### src/gf2ld_pkg.sv
// shared types, sizes and helpers for the gf2 linear dependence block
`default_nettype none

package gf2ld_pkg;

  localparam int MAX_LENGTH  = 64;
  localparam int MAX_VECTORS = 64;
  localparam int VEC_W       = 64;
  localparam int COEF_W      = 63;
  localparam int LEN_W       = 7;
  localparam int CNT_W       = $clog2(MAX_VECTORS + 1);
  localparam int IDX_W       = $clog2(MAX_VECTORS);

  typedef struct packed {
    logic [VEC_W-1:0] vector_bits;
    logic             last_vector;
  } in_item_t;

  typedef struct packed {
    logic              dependent;
    logic [COEF_W-1:0] coefficients;
    logic              coefficients_valid;
    logic              overflow;
  } out_item_t;

  // request travelling along the cell chain, row is shifted down one bit per cell
  typedef struct packed {
    logic                   valid;
    logic                   last;
    logic                   ovf;
    logic                   claimed;
    logic [IDX_W-1:0]       index;
    logic [MAX_LENGTH-1:0]  row;
    logic [MAX_VECTORS-1:0] combo;
  } token_t;

  // coordinates below len are kept, len above MAX_LENGTH saturates
  function automatic logic [MAX_LENGTH-1:0] len_mask(input logic [LEN_W-1:0] len);
    logic [MAX_LENGTH-1:0] m;
    for (int j = 0; j < MAX_LENGTH; j++) begin
      m[j] = (LEN_W'(j) < len);
    end
    return m;
  endfunction

endpackage

`default_nettype wire

### src/gf2ld_cell.sv
// one pivot cell: holds a basis row and its combination mask, reduces passing requests
`default_nettype none

module gf2ld_cell
  import gf2ld_pkg::*;
(
  input  logic   clk,
  input  logic   rst,
  input  logic   advance,
  input  token_t tok_in,
  output token_t tok_out
);

  logic                   slot_valid;
  logic [MAX_LENGTH-1:0]  pivot_row;
  logic [MAX_VECTORS-1:0] combo_mask;

  logic                   hit;
  logic                   reduce;
  logic                   claim;
  logic [MAX_LENGTH-1:0]  row_red;
  logic [MAX_VECTORS-1:0] own;
  token_t                 tok_next;

  assign hit     = tok_in.valid && !tok_in.ovf && !tok_in.claimed && tok_in.row[0];
  assign reduce  = hit && slot_valid;
  assign claim   = hit && !slot_valid;
  assign row_red = reduce ? (tok_in.row ^ pivot_row) : tok_in.row;
  assign own     = MAX_VECTORS'(1) << tok_in.index;

  always_comb begin
    tok_next         = tok_in;
    tok_next.row     = row_red >> 1;
    tok_next.combo   = reduce ? (tok_in.combo ^ combo_mask) : tok_in.combo;
    tok_next.claimed = tok_in.claimed || claim;
  end

  always_ff @(posedge clk) begin
    if (rst) begin
      slot_valid    <= 1'b0;
      tok_out.valid <= 1'b0;
    end else if (advance) begin
      tok_out <= tok_next;
      // end of set clears the slot once the last request has gone by
      if (tok_in.valid && tok_in.last) begin
        slot_valid <= 1'b0;
      end else if (claim) begin
        slot_valid <= 1'b1;
      end
    end
  end

  always_ff @(posedge clk) begin
    if (advance && claim) begin
      pivot_row  <= tok_in.row;
      combo_mask <= tok_in.combo ^ own;
    end
  end

endmodule

`default_nettype wire

### config.mk
export PLATFORM = sky130hd
export DESIGN_NAME = gf2ld_cell
export DESIGN_NICKNAME = d
export VERILOG_FILES = /design/src/gf2ld_pkg.sv /design/src/gf2ld_cell.sv
export SDC_FILE = /design/constraint.sdc
export NUM_CORES = 1
export LEC_CHECK = 0
export BUFFER_PORTS_ARGS = -buffer_cell sky130_fd_sc_hd__buf_2
export CORE_MARGIN = 2
export CORE_UTILIZATION = 23
export DETAILED_ROUTE_END_ITERATION = 6
export GPL_TIMING_DRIVEN = 0
export PLACE_DENSITY = 0.49
export SLEW_MARGIN = 20
export SYNTH_ARGS = -nofsm -noshare
export SYNTH_HDL_FRONTEND = slang
export SYNTH_SLANG_ARGS = --single-unit
### constraint.sdc
create_clock -name clk -period 11.3 [get_ports clk]
set_input_delay 1.13 -clock clk [delete_from_list [all_inputs] [get_ports clk]]
set_output_delay 1.13 -clock clk [all_outputs]
set_load 0.01 [all_outputs]
==> results of run 1 <==
-- layer usage --
layer	vias to the layer above	GRT usage
li1	3252	-
met1	3303	0.147
met2	189	0.199
met3	45	0.0363
met4	8	0.0279
met5	-	0
-- logic make-up (layout without fill, tap and decap cells) --
group                     after synthesis  after routing
and+or+nand+nor                       223            223
xor gates and xnor gates              191            191
other                                   1              1
AOI/OAI and AO/OA                       3              3
muxes                                   1              1
DFF                                   265            265
buffers and inverters                  38            386
-- worst max-delay path, cell delays in order --
cell and delay (ps):
buf_2 120, nand4bb_1 240, nor3b_4 400, buf_8 210
buf_8 170, buf_6 200, buf_6 220, buf_8 190
-- synth_stat cells --
cell       count  area share
a21oi_1        1     0.00045
a311oi_1       1     0.00079
and2_1         1     0.00057
and4bb_1       3      0.0034
and4bb_2       4      0.0045
buf_2         15      0.0068
buf_4         17       0.012
clkbuf_1       6      0.0020
conb_1         1     0.00034
dfxtp_1        2      0.0036
edfxtp_1     263        0.71
mux2i_1        1     0.00091
nand2_1       41       0.014
nand2b_1       2      0.0011
nand3_1      131       0.059
nand4_1        1     0.00057
nand4b_1       4      0.0032
nand4bb_1      1      0.0010
nor2_1        23      0.0078
nor2b_1        5      0.0028
nor3b_1        1     0.00068
nor4_4         1      0.0019
nor4b_2        4      0.0054
o21bai_1       1     0.00068
or2_1          1     0.00057
xnor2_1      171        0.14
xor2_1        20       0.016
-- flip-flops by register name (all words and copies together) (netlist names) --
| register | count |
|---|---|
| tok_out | 137 |
| slot_valid | 1 |
| pivot_row | 63 |
| combo_mask | 64 |
-- report_power, final --
part / total [mW] / internal, mW / switching (mW) / leakage, nW
Clock: 1.02 / 0.618 / 0.405 / 0.499
Combinational: 0.178 / 0.0753 / 0.102 / 2.11
Sequential: 1.13 / 1.13 / 0.00900 / 2.44
Total: 2.33 / 1.82 / 0.516 / 5.05
-- stage by stage --
step / setup TNS, ps / power (mW) / setup slack [ps] / hold WS (ps) / area (um^2)
2_1_floorplan: 0 / 1.24 / 3490 / 528 / 11100
6_report: 0 / 2.33 / 8660 / 515 / 14500
3_3_place_gp: -79420 / 1.34 / -603 / 479 / 13200
3_5_place_dp: 0 / 1.34 / 8030 / 501 / 13500
4_1_cts: 0 / 2.38 / 8640 / 517 / 14500
5_1_grt: 0 / 2.43 / 8570 / 544 / 14500
-- layout make-up --
class,count,area share
sequential,265,0.547
multi-input combinational,419,0.200
timing repair buffer,293,0.114
clock buffer,44,0.0596
tap,615,0.0530
buffer,38,0.0155
clock inverter,11,0.0109
-- worst paths after layout --
kind | start | to | slack (ps)
setup / recovery | tok_in[135] | pivot_row[62]$_DFFE_PP_ | 8660
hold / removal | tok_out[137]$_SDFFE_PP0P_ | tok_out[137]$_SDFFE_PP0P_ | 510
setup reg to reg | slot_valid$_SDFFE_PP0P_ | pivot_row[62]$_DFFE_PP_ | 8930
hold reg to reg | tok_out[137]$_SDFFE_PP0P_ | tok_out[137]$_SDFFE_PP0P_ | 510
==> results.py, run 1 <==
metrics = {
    "pwr": {
        "power_density_nw_per_um2": 161,
        "p_leak_nw": 5.05,
        "peakVddDrop_uv": 111,
    },
    "global_routing": {
        "grt_pass1_wl_um": 44300,
        "overflow": 0,
        "grt_pass1_vias": 7215,
        "grt_max_degree": 29,
        "antenna_found_initial": 4,
        "grt.total_usage": 0.118,
    },
    "critical_path": {
        "crit_type": "in -> reg",
        "required_ps": 11570,
        "timing.reg2reg.worst_path_depth": 7,
        "cp-end-kind": "flop",
        "path_max_fanout": 14,
        "arrival_ps": 2910,
        "cp-start-kind": "primary input",
    },
    "detailed_routing": {
        "routed_wl_um": 30000,
        "drtPass1Iterations": 4,
        "remaining_drc_errors": 0,
        "vias": 6797,
        "final_antenna_net_count": 0,
        "wl_met2_um": 14500,
        "post_drt_via_cell_ratio": 4.03,
        "routed-wl-met3_um": 2190,
        "wl_per_cell_um": 17.8,
        "wl_met1_um": 12800,
        "drt_iter0_markers": 252,
        "routed.top_layer": "met5",
    },
    "sta": {
        "finalSetupViolCount": 0,
        "hold_viol": 0,
        "tightest_slew_ps": 1070,
        "fin_crit_ps": 2640,
        "rsz0062_at_grt": "false",
        "slew_headroom": 0.288,
        "post-route-period-util": 0.234,
        "fmax_mhz": 379,
        "clock-skew-final_ps": 11.7,
        "slew_viol_final": 0,
    },
    "finish": {
        "fillerInstances": 4853,
        "nets": 1189,
        "multi_input_area_um2": 2910,
        "stdcell_count": 1685,
        "mostFrequentLayoutCells": "buf_2 (292), edfxtp_1 (263), xnor2_1 (171)",
        "layout-drive-gt1-share": 0.354,
        "n_antenna_cell": 0,
        "syn_to_final_growth_pct": 31.3,
        "final_common_cell": "buf_2",
        "utilization": 0.305,
        "register_area_um2": 7940,
    },
    "place": {
        "dpl.hpwl_um": 21500,
        "dp_cells": 1630,
        "port_buffers": 277,
        "place_congestion": 0.726,
    },
    "clock_network": {
        "cts_sinks": 265,
        "tritoncts.num_buffers": 31,
        "root_buffer": "clkbuf_16",
        "path_clk_slew_ps": 60,
        "ctsHtreeMaxLevel": 1,
        "cts_buffer_depth": 3,
        "cts_tree": "done",
        "cts_setup_buffers": 0,
        "clock_latency_ps": 570,
        "hold_buffers": 0,
        "post_cts_resize_count": 0,
    },
    "logic_synthesis": {
        "synth-xor-area-share": 0.151,
        "yosys_warnings": 0,
        "synth_area_um2": 11100,
        "synthSimpleGateAreaFrac": 0.107,
        "synth-compound-area-share": 0.00192,
        "synth-seq-area-share": 0.718,
        "synth.avg_cell_area_um2": 15.3,
        "postSynthCellCount": 722,
        "synth_nets": 863,
        "synth_top_family_by_area": "XOR/XNOR gates",
        "synth_cell_types": 27,
        "synth_mux_area_frac": 0.000906,
        "synth_fa_ha_area_frac": 0,
        "ys_seq_elements": 265,
    },
    "flow_run": {
        "maxCapViolCount": 0,
    },
    "floorplan": {
        "io_pins": 279,
        "initial_core_util": 0.232,
        "die_w_um": 223,
        "die-height_um": 223,
        "num_rows": 80,
        "dieArea_um2": 49800,
        "coreArea_um2": 47500,
    },
    "hold_path": {
        "whs_path_depth": 2,
        "min_path_type": "reg -> reg",
    },
    "run_status": {
        "outcome": "complete, no violations",
    },
}
Power figures use the tool's default switching activity.
==> run 2: changes to the inputs <==
PLACE_DENSITY = 0.48   (was 0.49)
clock period = 2.6 ns   (was 11.3 ns; I/O delays follow)
==> results.py, run 2 (same netlist as run 1, synthesis figures left out) <==
metrics = {
    "global_routing": {
        "grt_max_degree": 26,
        "grt_pass1_wl_um": 46400,
        "overflow": 0,
        "grt.total_usage": 0.122,
        "antenna_found_initial": 3,
        "grt_pass1_vias": 7766,
    },
    "finish": {
        "largest_register_ffs": 137,
        "n_antenna_cell": 0,
        "layout-drive-gt1-share": 0.315,
        "mostFrequentLayoutCells": "buf_2 (292), edfxtp_1 (263), xnor2_1 (171)",
        "utilization": 0.336,
        "nets": 1326,
        "syn_to_final_growth_pct": 44.7,
        "final_common_cell": "buf_2",
        "top_register": "tok_out",
        "design_area_um2": 16000,
        "fillerInstances": 4720,
        "largestRegisters": "tok_out x137, combo_mask x64, pivot_row x63",
    },
    "floorplan": {
        "coreArea_um2": 47500,
        "initial_core_util": 0.232,
        "io_pins": 279,
        "num_rows": 80,
        "die_w_um": 223,
        "dieArea_um2": 49800,
        "die-height_um": 223,
    },
    "clock_network": {
        "cts_sinks": 265,
        "tritoncts.num_buffers": 31,
        "cts_setup_buffers": 0,
        "ctsHtreeMaxLevel": 1,
        "cts_buffer_depth": 3,
        "root_buffer": "clkbuf_16",
        "clock_latency_ps": 580,
        "cts_tree": "done",
        "post_cts_resize_count": 0,
        "path_clk_slew_ps": 60,
    },
    "critical_path": {
        "crit_type": "reg -> reg",
        "cp-start-kind": "flop",
        "critical_path.cell_chain": "clkbuf_1 -> clkbuf_1 -> nand3_1 -> xnor2_1",
        "required_ps": 2910,
        "critPathSlowestCell": "clkbuf_1",
        "critPathMostFrequentCell": "clkbuf_1",
        "cpPeakStageDelay_ps": 760,
        "arrival_ps": 2540,
        "path_max_fanout": 10,
        "cp-end-kind": "flop",
    },
    "detailed_routing": {
        "drtPass1Iterations": 4,
        "drt_iter0_markers": 292,
        "wl_per_cell_um": 17.1,
        "vias": 7332,
        "post_drt_via_cell_ratio": 4.02,
        "final_antenna_net_count": 0,
        "remaining_drc_errors": 0,
        "routed_wl_um": 31100,
    },
    "sta": {
        "slew_viol_final": 0,
        "tightest_slew_ps": 994,
        "finalSetupViolCount": 0,
        "hold_viol": 0,
        "post-route-period-util": 0.858,
        "clock-skew-final_ps": 24.2,
        "fmax_mhz": 448,
        "rsz0062_at_grt": "false",
        "slew_headroom": 0.337,
        "fin_crit_ps": 2230,
    },
    "place": {
        "placed_area_um2": 13500,
        "place_congestion": 0.722,
        "port_buffers": 277,
        "dpl.hpwl_um": 21900,
    },
    "hold_path": {
        "min_path_type": "in -> reg",
    },
    "run_status": {
        "outcome": "complete, no violations",
    },
    "pwr": {
        "peakVddDrop_uv": 441,
        "p_leak_nw": 5.67,
        "power_density_nw_per_um2": 657,
    },
    "flow_run": {
        "maxCapViolCount": 0,
    },
}
==> run 2: changes by cell type in the layout (fill, tap and decap cells not counted), sizes merged <==
cell	delta
dlygate4sd3	+137
clkbuf	-8
clkinv	+7
bufinv	+3
inv	+1
==> run 2: power by group <==
part	switching [mW]	internal, mW
Sequential	0.0418	4.89
Combinational	0.478	0.466
Clock	1.77	2.86
Total	2.29	8.22
==> run 2: final timing paths <==
kind / startpoint / end / slack, ps / cells after the start
min: tok_in[133] / tok_out[133]$_DFFE_PP_ / 40 / 1
max: slot_valid$_SDFFE_PP0P_ / tok_out[10]$_DFFE_PP_ / 370 / 4
max reg2reg: slot_valid$_SDFFE_PP0P_ / tok_out[10]$_DFFE_PP_ / 370 / 4
min reg2reg: combo_mask[24]$_DFFE_PP_ / tok_out[24]$_DFFE_PP_ / 620 / 2
==> run 2: repair_timing <==
| item | in CTS | in global routing |
|---|---|---|
| endpoints found under the hold margin | 261 | 0 |
| hold buffers | 137 | 0 |
| endpoints found under the setup margin | 0 | 0 |
==> run 2: metal layers <==
layer	up-vias	share of wire	wire, um	global-route usage
met3	50	0.061	1910	0.0309
met2	199	0.48	15000	0.208
met4	6	0.023	731	0.0355
met1	3534	0.43	13400	0.153
li1	3543	-	-	-
met5	-	0.0012	38	0
==> run 2: through the flow <==
stage	setup WS, ps	power, mW	TNS (ps)	cells	hold WS [ps]
3_5_place_dp	238	5.82	0	1630	459
6_report	370	10.5	0	1825	44.9
2_1_floorplan	-1560	5.36	-216850	722	332
5_1_grt	155	10.9	0	1825	9.18
4_1_cts	214	10.7	0	1825	6.73
3_3_place_gp	-3890	5.79	-728060	1614	458
==> run 2: worst max-delay path: cells and delay by family (launching register included) <==
kind | cells | cell delay [ps]
xor gates and xnor gates | 1 | 170
buffers and inverters | 2 | 1240
DFF | 1 | 370
and+or+nand+nor | 1 | 170
==> run 2: layout make-up <==
cell class,instances,area (um^2),share of cell area
sequential,265,7940,0.496
timing repair buffer,430,3040,0.190
multi-input combinational,419,2920,0.183
clock buffer,36,795,0.0497
tap,615,769,0.0481
clock inverter,22,284,0.0178
buffer,38,235,0.0147
==> run 3: changes to the inputs <==
--- a/config.mk
+++ b/config.mk
@@ -9,6 +9,6 @@
 export CORE_MARGIN = 2
-export CORE_UTILIZATION = 23
+export CORE_UTILIZATION = 53
 export DETAILED_ROUTE_END_ITERATION = 6
 export GPL_TIMING_DRIVEN = 0
-export PLACE_DENSITY = 0.48
+export PLACE_DENSITY = 0.87
 export SLEW_MARGIN = 20
--- a/constraint.sdc
+++ b/constraint.sdc
@@ -3,2 +3,2 @@
 set_output_delay 0.26 -clock clk [all_outputs]
-set_load 0.01 [all_outputs]
+set_load 0.1 [all_outputs]
==> results.py, run 3 (same netlist as run 1, synthesis figures left out) <==
metrics = {
    "finish": {
        "largest_register_ffs": 137,
        "layout-drive-gt1-share": 0.333,
        "nets": 1257,
        "top_register": "tok_out",
        "syn_to_final_growth_pct": 32.7,
        "register_area_um2": 7940,
        "design_area_um2": 14700,
        "final_common_cell": "buf_2",
        "mostFrequentLayoutCells": "buf_2 (292), edfxtp_1 (263), xnor2_1 (171)",
        "multi_input_area_um2": 2920,
        "largestRegisters": "tok_out x137, combo_mask x64, pivot_row x63",
        "utilization": 0.720,
        "fillerInstances": 1219,
        "stdcell_count": 1411,
    },
    "critical_path": {
        "cp-start-kind": "primary input",
        "path_delay_family": "buffers and inverters",
        "crit_type": "in -> reg",
        "critical_path.cell_chain": "dlygate4sd3_1 -> buf_2 -> nand4bb_4 -> nor3b_4 -> buf_6 -> buf_6 -> buf_6 -> buf_6",
        "cp-end-kind": "flop",
        "required_ps": 2830,
        "cpPeakStageDelay_ps": 530,
        "path_max_fanout": 17,
        "arrival_ps": 2430,
        "critPathMostFrequentCell": "buf_6",
        "path_buf_inv": 6,
        "critPathSlowestCell": "dlygate4sd3_1",
    },
    "detailed_routing": {
        "drt_iter0_markers": 431,
        "vias": 7417,
        "final_antenna_net_count": 0,
        "post_drt_via_cell_ratio": 5.26,
        "remaining_drc_errors": 0,
        "drtPass1Iterations": 4,
        "wl_per_cell_um": 19.9,
        "routed_wl_um": 28100,
    },
    "sta": {
        "fin_hold_ws_ps": 35.7,
        "fin_crit_ps": 2210,
        "post-route-period-util": 0.848,
        "tns_ps": 0,
        "rsz0062_at_grt": "false",
        "hold_viol": 0,
        "clock-skew-final_ps": 17.4,
        "tightest_slew_ps": 813,
        "fmax_mhz": 453,
        "slew_viol_final": 0,
        "finalSetupViolCount": 0,
        "slew_headroom": 0.458,
    },
    "clock_network": {
        "tritoncts.num_buffers": 28,
        "cts_sinks": 265,
        "cts_buffer_depth": 3,
        "cts_tree": "done",
        "post_cts_resize_count": 0,
        "clock_latency_ps": 530,
        "path_clk_slew_ps": 70,
        "root_buffer": "clkbuf_16",
        "ctsHtreeMaxLevel": 1,
    },
    "run_status": {
        "outcome": "complete, no violations",
    },
    "global_routing": {
        "antenna_found_initial": 6,
        "grt_pass1_vias": 7532,
        "overflow": 0,
        "grt.total_usage": 0.248,
        "grt_pass1_wl_um": 41400,
        "grt_max_degree": 30,
    },
    "floorplan": {
        "num_rows": 52,
        "coreArea_um2": 20400,
        "die_w_um": 148,
        "die-height_um": 148,
        "io_pins": 279,
        "initial_core_util": 0.543,
        "dieArea_um2": 22000,
    },
    "hold_path": {
        "min_path_type": "in -> reg",
    },
    "pwr": {
        "p_leak_nw": 5.30,
        "p_switching_mw": 3.07,
        "switching_share": 0.286,
        "power_frac_clock": 0.369,
        "comb_power_share": 0.169,
        "power_frac_seq": 0.462,
        "peakVddDrop_uv": 467,
        "power_density_nw_per_um2": 730,
        "p_int_mw": 7.64,
    },
    "place": {
        "dpl.hpwl_um": 18400,
        "place_congestion": 0.786,
        "dp_cells": 1282,
        "placed_area_um2": 13000,
        "port_buffers": 277,
    },
    "flow_run": {
        "maxCapViolCount": 0,
    },
}
[run 3: changes by cell type in the layout (fill, tap and decap cells not counted), sizes merged]
cell / previous run / this run
buf: 325 / 326
bufinv: 7 / 3
clkbuf: 42 / 43
clkinv: 14 / 12
diode: 0 / 3
dlygate4sd3: 137 / 70
inv: 1 / 0
[run 3: cell type report]
| cell class | instances | area share |
|---|---|---|
| well taps | 270 | 0.0230 |
| clock buffers | 37 | 0.0522 |
| flip-flops and latches | 265 | 0.541 |
| multi-input cells | 419 | 0.199 |
| clock inverters | 15 | 0.00981 |
| plain buffers | 38 | 0.0160 |
| repair buffers | 364 | 0.158 |
| diodes | 3 | 0.000512 |
[run 3: power groups by stage]
| stage | clock network, mW | logic (mW) | registers, mW |
|---|---|---|---|
| after CTS | 3.98 | 1.80 | 4.94 |
| final | 3.95 | 1.81 | 4.94 |
| after floorplan | 0 | 0.258 | 6.08 |
| after global routing | 4.16 | 1.87 | 4.95 |
| after detailed placement | 0 | 1.71 | 5.03 |
| after global placement | 0 | 1.67 | 5.04 |
[run 3: what timing repair did]
action	in CTS	in global routing
endpoints found under the hold margin	71	0
setup endpoints to repair	0	15
hold buffers	70	0
buffers inserted	0	4
[run 3: per-layer routing]
layer,vias up,GRT usage,part of all wire
met5,-,0,0.0010
met4,4,0.0752,0.030
met3,61,0.0531,0.083
met2,376,0.439,0.50
met1,3579,0.306,0.39
li1,3397,-,-
[run 3: worst paths after layout]
| check | from | endpoint | slack (ps) | cells past startpoint |
|---|---|---|---|---|
| hold / removal | tok_in[132] | tok_out[132]$_DFFE_PP_ | 40 | 1 |
| hold reg to reg | tok_out[137]$_SDFFE_PP0P_ | tok_out[137]$_SDFFE_PP0P_ | 560 | 2 |
| setup reg to reg | slot_valid$_SDFFE_PP0P_ | tok_out[5]$_DFFE_PP_ | 500 | 4 |
| setup / recovery | tok_in[135] | combo_mask[2]$_DFFE_PP_ | 390 | 8 |
[run 3: per-stage QoR]
stage	setup WS [ps]	power (mW)
6_report	394	10.7
5_1_grt	296	11.0
4_1_cts	29.0	10.7
3_5_place_dp	25.2	6.74
3_3_place_gp	-3090	6.71
2_1_floorplan	-1560	6.33
